File: config.mk
export PLATFORM = sky130hd
export DESIGN_NAME = arlt_mix
export DESIGN_NICKNAME = d
export VERILOG_FILES = /design/src/rtl/arlt_pkg.sv /design/src/rtl/arlt_mix.sv
export SDC_FILE = /design/constraint.sdc
export NUM_CORES = 1
export LEC_CHECK = 0
export ABC_AREA = 1
export BUFFER_PORTS_ARGS = -buffer_cell sky130_fd_sc_hd__buf_4
export CAP_MARGIN = 40
export CELL_PAD_IN_SITES_DETAIL_PLACEMENT = 2
export CELL_PAD_IN_SITES_GLOBAL_PLACEMENT = 2
export CORE_MARGIN = 1
export CORE_UTILIZATION = 29
export DETAILED_ROUTE_END_ITERATION = 16
export PLACE_DENSITY = 0.87
export SLEW_MARGIN = 0
export SYNTH_ARGS = -nofsm -noshare
export SYNTH_HDL_FRONTEND = slang
export SYNTH_SLANG_ARGS = --single-unit
File: constraint.sdc
create_clock -name vclk -period 2.1
set_clock_uncertainty 0.15 [all_clocks]
set_input_delay 0.42 -clock vclk [all_inputs]
set_output_delay 0.42 -clock vclk [all_outputs]
set_load 0.05 [all_outputs]
File: src/rtl/arlt_pkg.sv
// ----------------------------------------------------------------------------
// arlt_pkg
// Types, action codes, S-box tables and GF(2^8) helpers for the AES round
// layer transform.
// ----------------------------------------------------------------------------
package arlt_pkg;

	localparam int unsigned NB = 16;

	localparam logic [2:0] ACT_SUB_BYTES     = 3'd0;
	localparam logic [2:0] ACT_SHIFT_ROWS    = 3'd1;
	localparam logic [2:0] ACT_MIX_COLUMNS   = 3'd2;
	localparam logic [2:0] ACT_INV_SUB_BYTES = 3'd3;
	localparam logic [2:0] ACT_INV_SHIFT_ROWS = 3'd4;
	localparam logic [2:0] ACT_INV_MIX_COLUMNS = 3'd5;

	typedef struct packed {
		logic [2:0]  action;
		logic [63:0] state_hi;
		logic [63:0] state_lo;
	} req_t;

	typedef struct packed {
		logic [63:0] result_hi;
		logic [63:0] result_lo;
	} rsp_t;

	// element 0 is the most significant byte, i.e. state byte 0
	typedef logic [0:NB-1][7:0] state_t;

	localparam logic [7:0] SBOX_FWD [256] = '{
		8'h63,8'h7c,8'h77,8'h7b,8'hf2,8'h6b,8'h6f,8'hc5,8'h30,8'h01,8'h67,8'h2b,8'hfe,8'hd7,8'hab,8'h76,
		8'hca,8'h82,8'hc9,8'h7d,8'hfa,8'h59,8'h47,8'hf0,8'had,8'hd4,8'ha2,8'haf,8'h9c,8'ha4,8'h72,8'hc0,
		8'hb7,8'hfd,8'h93,8'h26,8'h36,8'h3f,8'hf7,8'hcc,8'h34,8'ha5,8'he5,8'hf1,8'h71,8'hd8,8'h31,8'h15,
		8'h04,8'hc7,8'h23,8'hc3,8'h18,8'h96,8'h05,8'h9a,8'h07,8'h12,8'h80,8'he2,8'heb,8'h27,8'hb2,8'h75,
		8'h09,8'h83,8'h2c,8'h1a,8'h1b,8'h6e,8'h5a,8'ha0,8'h52,8'h3b,8'hd6,8'hb3,8'h29,8'he3,8'h2f,8'h84,
		8'h53,8'hd1,8'h00,8'hed,8'h20,8'hfc,8'hb1,8'h5b,8'h6a,8'hcb,8'hbe,8'h39,8'h4a,8'h4c,8'h58,8'hcf,
		8'hd0,8'hef,8'haa,8'hfb,8'h43,8'h4d,8'h33,8'h85,8'h45,8'hf9,8'h02,8'h7f,8'h50,8'h3c,8'h9f,8'ha8,
		8'h51,8'ha3,8'h40,8'h8f,8'h92,8'h9d,8'h38,8'hf5,8'hbc,8'hb6,8'hda,8'h21,8'h10,8'hff,8'hf3,8'hd2,
		8'hcd,8'h0c,8'h13,8'hec,8'h5f,8'h97,8'h44,8'h17,8'hc4,8'ha7,8'h7e,8'h3d,8'h64,8'h5d,8'h19,8'h73,
		8'h60,8'h81,8'h4f,8'hdc,8'h22,8'h2a,8'h90,8'h88,8'h46,8'hee,8'hb8,8'h14,8'hde,8'h5e,8'h0b,8'hdb,
		8'he0,8'h32,8'h3a,8'h0a,8'h49,8'h06,8'h24,8'h5c,8'hc2,8'hd3,8'hac,8'h62,8'h91,8'h95,8'he4,8'h79,
		8'he7,8'hc8,8'h37,8'h6d,8'h8d,8'hd5,8'h4e,8'ha9,8'h6c,8'h56,8'hf4,8'hea,8'h65,8'h7a,8'hae,8'h08,
		8'hba,8'h78,8'h25,8'h2e,8'h1c,8'ha6,8'hb4,8'hc6,8'he8,8'hdd,8'h74,8'h1f,8'h4b,8'hbd,8'h8b,8'h8a,
		8'h70,8'h3e,8'hb5,8'h66,8'h48,8'h03,8'hf6,8'h0e,8'h61,8'h35,8'h57,8'hb9,8'h86,8'hc1,8'h1d,8'h9e,
		8'he1,8'hf8,8'h98,8'h11,8'h69,8'hd9,8'h8e,8'h94,8'h9b,8'h1e,8'h87,8'he9,8'hce,8'h55,8'h28,8'hdf,
		8'h8c,8'ha1,8'h89,8'h0d,8'hbf,8'he6,8'h42,8'h68,8'h41,8'h99,8'h2d,8'h0f,8'hb0,8'h54,8'hbb,8'h16
	};

	localparam logic [7:0] SBOX_INV [256] = '{
		8'h52,8'h09,8'h6a,8'hd5,8'h30,8'h36,8'ha5,8'h38,8'hbf,8'h40,8'ha3,8'h9e,8'h81,8'hf3,8'hd7,8'hfb,
		8'h7c,8'he3,8'h39,8'h82,8'h9b,8'h2f,8'hff,8'h87,8'h34,8'h8e,8'h43,8'h44,8'hc4,8'hde,8'he9,8'hcb,
		8'h54,8'h7b,8'h94,8'h32,8'ha6,8'hc2,8'h23,8'h3d,8'hee,8'h4c,8'h95,8'h0b,8'h42,8'hfa,8'hc3,8'h4e,
		8'h08,8'h2e,8'ha1,8'h66,8'h28,8'hd9,8'h24,8'hb2,8'h76,8'h5b,8'ha2,8'h49,8'h6d,8'h8b,8'hd1,8'h25,
		8'h72,8'hf8,8'hf6,8'h64,8'h86,8'h68,8'h98,8'h16,8'hd4,8'ha4,8'h5c,8'hcc,8'h5d,8'h65,8'hb6,8'h92,
		8'h6c,8'h70,8'h48,8'h50,8'hfd,8'hed,8'hb9,8'hda,8'h5e,8'h15,8'h46,8'h57,8'ha7,8'h8d,8'h9d,8'h84,
		8'h90,8'hd8,8'hab,8'h00,8'h8c,8'hbc,8'hd3,8'h0a,8'hf7,8'he4,8'h58,8'h05,8'hb8,8'hb3,8'h45,8'h06,
		8'hd0,8'h2c,8'h1e,8'h8f,8'hca,8'h3f,8'h0f,8'h02,8'hc1,8'haf,8'hbd,8'h03,8'h01,8'h13,8'h8a,8'h6b,
		8'h3a,8'h91,8'h11,8'h41,8'h4f,8'h67,8'hdc,8'hea,8'h97,8'hf2,8'hcf,8'hce,8'hf0,8'hb4,8'he6,8'h73,
		8'h96,8'hac,8'h74,8'h22,8'he7,8'had,8'h35,8'h85,8'he2,8'hf9,8'h37,8'he8,8'h1c,8'h75,8'hdf,8'h6e,
		8'h47,8'hf1,8'h1a,8'h71,8'h1d,8'h29,8'hc5,8'h89,8'h6f,8'hb7,8'h62,8'h0e,8'haa,8'h18,8'hbe,8'h1b,
		8'hfc,8'h56,8'h3e,8'h4b,8'hc6,8'hd2,8'h79,8'h20,8'h9a,8'hdb,8'hc0,8'hfe,8'h78,8'hcd,8'h5a,8'hf4,
		8'h1f,8'hdd,8'ha8,8'h33,8'h88,8'h07,8'hc7,8'h31,8'hb1,8'h12,8'h10,8'h59,8'h27,8'h80,8'hec,8'h5f,
		8'h60,8'h51,8'h7f,8'ha9,8'h19,8'hb5,8'h4a,8'h0d,8'h2d,8'he5,8'h7a,8'h9f,8'h93,8'hc9,8'h9c,8'hef,
		8'ha0,8'he0,8'h3b,8'h4d,8'hae,8'h2a,8'hf5,8'hb0,8'hc8,8'heb,8'hbb,8'h3c,8'h83,8'h53,8'h99,8'h61,
		8'h17,8'h2b,8'h04,8'h7e,8'hba,8'h77,8'hd6,8'h26,8'he1,8'h69,8'h14,8'h63,8'h55,8'h21,8'h0c,8'h7d
	};

	function automatic logic [7:0] xtime(input logic [7:0] a);
		xtime = {a[6:0], 1'b0} ^ (a[7] ? 8'h1b : 8'h00);
	endfunction

	function automatic logic [7:0] gf_mul2(input logic [7:0] a);
		gf_mul2 = xtime(a);
	endfunction

	function automatic logic [7:0] gf_mul3(input logic [7:0] a);
		gf_mul3 = xtime(a) ^ a;
	endfunction

	function automatic logic [7:0] gf_mul9(input logic [7:0] a);
		gf_mul9 = xtime(xtime(xtime(a))) ^ a;
	endfunction

	function automatic logic [7:0] gf_mul11(input logic [7:0] a);
		gf_mul11 = xtime(xtime(xtime(a))) ^ xtime(a) ^ a;
	endfunction

	function automatic logic [7:0] gf_mul13(input logic [7:0] a);
		gf_mul13 = xtime(xtime(xtime(a))) ^ xtime(xtime(a)) ^ a;
	endfunction

	function automatic logic [7:0] gf_mul14(input logic [7:0] a);
		gf_mul14 = xtime(xtime(xtime(a))) ^ xtime(xtime(a)) ^ xtime(a);
	endfunction

endpackage

File: src/rtl/arlt_mix.sv
// ----------------------------------------------------------------------------
// arlt_mix
// MixColumns / InvMixColumns layer over GF(2^8), polynomial 0x11B.
// ----------------------------------------------------------------------------
module arlt_mix (
	input  logic             inv,
	input  arlt_pkg::state_t din,
	output arlt_pkg::state_t dout
);
	import arlt_pkg::*;

	always_comb begin
		logic [7:0] a0, a1, a2, a3;
		for (int c = 0; c < 4; c++) begin
			a0 = din[c];
			a1 = din[4 + c];
			a2 = din[8 + c];
			a3 = din[12 + c];
			if (inv) begin
				dout[c]      = gf_mul14(a0) ^ gf_mul11(a1) ^ gf_mul13(a2) ^ gf_mul9(a3);
				dout[4 + c]  = gf_mul9(a0)  ^ gf_mul14(a1) ^ gf_mul11(a2) ^ gf_mul13(a3);
				dout[8 + c]  = gf_mul13(a0) ^ gf_mul9(a1)  ^ gf_mul14(a2) ^ gf_mul11(a3);
				dout[12 + c] = gf_mul11(a0) ^ gf_mul13(a1) ^ gf_mul9(a2)  ^ gf_mul14(a3);
			end else begin
				dout[c]      = gf_mul2(a0) ^ gf_mul3(a1) ^ a2 ^ a3;
				dout[4 + c]  = a0 ^ gf_mul2(a1) ^ gf_mul3(a2) ^ a3;
				dout[8 + c]  = a0 ^ a1 ^ gf_mul2(a2) ^ gf_mul3(a3);
				dout[12 + c] = gf_mul3(a0) ^ a1 ^ a2 ^ gf_mul2(a3);
			end
		end
	end

endmodule

==> results of run 1 <==
through the flow:
| step | setup slack, ns | hold WS [ns] | setup TNS (ns) | util |
|---|---|---|---|---|
| detailed placement | -0.898 | 1.31 | -85.79 | 0.494 |
| global placement | -0.616 | 1.27 | -61.01 | 0.494 |
| floorplan | -0.218 | 1.09 | -11.01 | - |
logic make-up after synthesis:
family	after synthesis
buf+inv	490
xor+xnor	996
compound gates	146
simple gates	1694
==> flow_summary.json, run 1 <==
{
  "ios": 257,
  "chipWidth_um": 258,
  "yosysTopAreaCell": "xor2_1",
  "placed_cell_area_um2": 32000,
  "status": "stopped before the end",
  "yosysWarnings": 0,
  "cts_resized": 1917,
  "post_cts_buffers": 199,
  "yosys.area_share.simple": 0.370,
  "haltStage": "4_1_cts",
  "synthAdderAreaFrac": 0,
  "yosys.area.top_type_share": 0.300,
  "syn-num-nets": 3455,
  "firstError": "[ERROR DPL-0033] detailed placement checks failed during check placement.",
  "start_util": 0.294,
  "cts_hold_buf": 0,
  "synth_top_family_by_area": "XOR/XNOR gates",
  "synth.area.top_cells": "xor2_1 (30%), nand2_1 (25%), xnor2_1 (14%)",
  "netlist_instances": 3326,
  "synth_compound_area_frac": 0.0411,
  "dieHeight_um": 258,
  "syn_area_um2": 19000,
  "rows": 93,
  "synth_area_per_cell_um2": 5.73,
  "synth_xor_area_frac": 0.475,
  "dp_hpwl_um": 124000,
  "synth.area.mux_share": 0,
  "routabilityCongestion": 0.931,
  "ys_types": 36,
  "synth_commonest_cells": "nand2_1 (1,267), xor2_1 (653), inv_1 (308), xnor2_1 (308), nand3_1 (275)",
  "yosysMostFrequentCell": "nand2_1",
  "place.port_buffers": 257,
  "dp_cells": 5105,
  "seq_area_frac_synth": 0
}
==> inputs of run 2 (changes only) <==
--- a/config.mk
+++ b/config.mk
@@ -8,12 +8,10 @@
 export ABC_AREA = 1
 export BUFFER_PORTS_ARGS = -buffer_cell sky130_fd_sc_hd__buf_4
 export CAP_MARGIN = 40
-export CELL_PAD_IN_SITES_DETAIL_PLACEMENT = 2
-export CELL_PAD_IN_SITES_GLOBAL_PLACEMENT = 2
 export CORE_MARGIN = 1
-export CORE_UTILIZATION = 29
+export CORE_UTILIZATION = 25
 export DETAILED_ROUTE_END_ITERATION = 16
-export PLACE_DENSITY = 0.87
+export PLACE_DENSITY_LB_ADDON = 0.15
 export SLEW_MARGIN = 0
 export SYNTH_ARGS = -nofsm -noshare
 export SYNTH_HDL_FRONTEND = slang
==> constraint.sdc (replaced) <==
create_clock -name vclk -period 2.75
set_clock_uncertainty 0.15 [all_clocks]
set_input_delay 0.55 -clock vclk [all_inputs]
set_output_delay 0.55 -clock vclk [all_outputs]
set_load 0.05 [all_outputs]
==> flow_summary.json, run 2 <==
{
  "status": "finished, violations left",
  "violations": "negative setup slack",
  "p_sw_mw": 8.50,
  "worstSetupStartpointType": "input port",
  "holdCritPathClass": "input port to output port",
  "syn_area_um2": 19000,
  "totalWireLength_um": 94200,
  "drv_slew": 0,
  "area_delta_synth_final_pct": 107,
  "fillerInstances": 6969,
  "vias": 24000,
  "nets": 4527,
  "stdcell_area_um2": 39400,
  "synth_compound_area_frac": 0.0411,
  "post_drt_wl_per_cell_um": 17.6,
  "critPathMaxStageDelay_ns": 0.31,
  "nFlopsAndLatches": 0,
  "multi_input_area_um2": 24800,
  "synth.area.top_cells": "xor2_1 (30%), nand2_1 (25%), xnor2_1 (14%)",
  "path_class": "input port to output port",
  "cpMostUsedCell": "nand2_8",
  "antenna_cells": 0,
  "synth_commonest_cells": "nand2_1 (1,267), xor2_1 (653), inv_1 (308), xnor2_1 (308), nand3_1 (275)",
  "arrival_ns": 2.16,
  "end_kind": "output port",
  "power_density_nw_per_um2": 381,
  "tightest_slew_ns": 0.449,
  "seq_area_frac_synth": 0,
  "seq_power_share": 0,
  "first_global_vias": 22600,
  "netlist_instances": 3326,
  "slew_headroom": 0.701,
  "dieHeight_um": 278,
  "antenna_found_initial": 0,
  "cts_hold_buf": 0,
  "yosys.area.top_type_share": 0.300,
  "seq_area_um2": 0,
  "grt_setup_unrepaired": "yes",
  "fmax_ghz": 0.350,
  "post-route-period-util": 1.04,
  "yosysTopAreaCell": "xor2_1",
  "synth.area.mux_share": 0,
  "fin_cells": 5365,
  "rows": 100,
  "critPathSlowestCell": "or2_2",
  "overflow": 0,
  "ios": 257,
  "drv_cap": 0,
  "internal_power_mw": 6.49,
  "yosysMostFrequentCell": "nand2_1",
  "synth_top_family_by_area": "XOR/XNOR gates",
  "finalPower_mw": 15.0,
  "yosys.area_share.simple": 0.370,
  "whs_path_depth": 4,
  "ys_types": 36,
  "p_clk_frac": 0,
  "ir_drop_uv": 349,
  "setup_ws_ns": -0.110,
  "detailedRoute.firstPassIterationCount": 5,
  "timing.hold.ws_ns": 1.45,
  "synthAdderAreaFrac": 0,
  "dieArea_um2": 77300,
  "placed_cell_area_um2": 28200,
  "combPwrFrac": 1.000,
  "dp_hpwl_um": 76400,
  "dp_cells": 5236,
  "path_cells": "buf_12 > buf_16 > nand2_8 > nand2_8 > buf_6 > xor2_4 > buf_4 > xor2_1 > or2_2 > nand2_2 > buf_8",
  "syn-num-nets": 3455,
  "fin_crit_ns": 2.86,
  "drive_gt1_frac": 0.591,
  "start_util": 0.254,
  "core_um2": 74900,
  "track_usage": 0.224,
  "path_delay_family": "buffers and inverters",
  "num-clock-buffers": 0,
  "final_common_cell": "buf_4",
  "p_leak_nw": 19.4,
  "place.port_buffers": 257,
  "drt_iter0_markers": 1031,
  "dp_slack_ns": -0.381,
  "grt_pass1_wl_um": 133000,
  "synth_area_per_cell_um2": 5.73,
  "drc": 0,
  "cp.depth": 11,
  "grt_max_degree": 52,
  "sw_frac_of_total": 0.567,
  "drtAntennaViolNets": 0,
  "avgViaCountPerCell": 4.47,
  "mostFrequentLayoutCells": "buf_4 (819), nand2_1 (685), xor2_1 (424)",
  "timing.critical_path.buf_inv": 5,
  "finalHoldViolCount": 0,
  "synth_xor_area_frac": 0.475,
  "path_max_fanout": 8,
  "chipWidth_um": 278,
  "routabilityCongestion": 0.914,
  "cp.required_ns": 2.05,
  "yosysWarnings": 0,
  "setup_viol": 18
}
[run 2: worst min-delay path: stages]
cell and delay (ns):
buf_6 0.13, nand3_1 0.09, nand2_2 0.10, buf_8 0.17
[run 2: metal layers]
layer	up-vias	global-route usage	wire, um
met1	11300	0.301	41500
met3	130	0.0133	3320
met5	-	0	0
li1	12000	-	-
met4	0	0.0412	2560
met2	542	0.396	46800
[run 2: path summary, 6_finish.rpt]
kind | from | to | slack (ns)
setup / recovery | din[71] | dout[67] | -0.11
hold / removal | inv | dout[65] | 1.45
[run 2: through the flow]
| stage | TNS (ns) | utilization |
|---|---|---|
| global placement | -21.61 | 0.376 |
| CTS | -0.199 | 0.437 |
| detailed placement | -21.41 | 0.376 |
| finish | -0.497 | 0.525 |
| floorplan | -0.240 | - |
| global route | -6.02 | 0.525 |
[run 2: layout make-up]
| class | instances | share of cell area |
|---|---|---|
| inverters | 335 | 0.0401 |
| repair buffers | 1225 | 0.300 |
| well taps | 969 | 0.0308 |
| multi-input cells | 2836 | 0.629 |
[run 2: repair_timing]
| action | in CTS | in global routing |
|---|---|---|
| setup buffers | 61 | 93 |
| pin swaps | 290 | 605 |
| endpoints found under the setup margin | 128 | 128 |
| gates resized for setup | 940 | 1277 |
[run 2: kinds of logic (layout without fill, tap and decap cells)]
group	after synthesis	after routing
and+or+nand+nor	1694	1694
xor gates and xnor gates	996	996
buffers and inverters	490	1560
AOI/OAI and AO/OA	146	146
[run 2: power by group through the flow]
stage	logic (mW)	registers, mW	clock network (mW)
2_1_floorplan	7.37	0	0
3_3_place_gp	11.4	0	0
3_5_place_dp	11.4	0	0
4_1_cts	13.0	0	0
5_1_grt	16.0	0	0
6_report	15.0	0	0
Note: power is estimated with default switching activity, not from simulation.
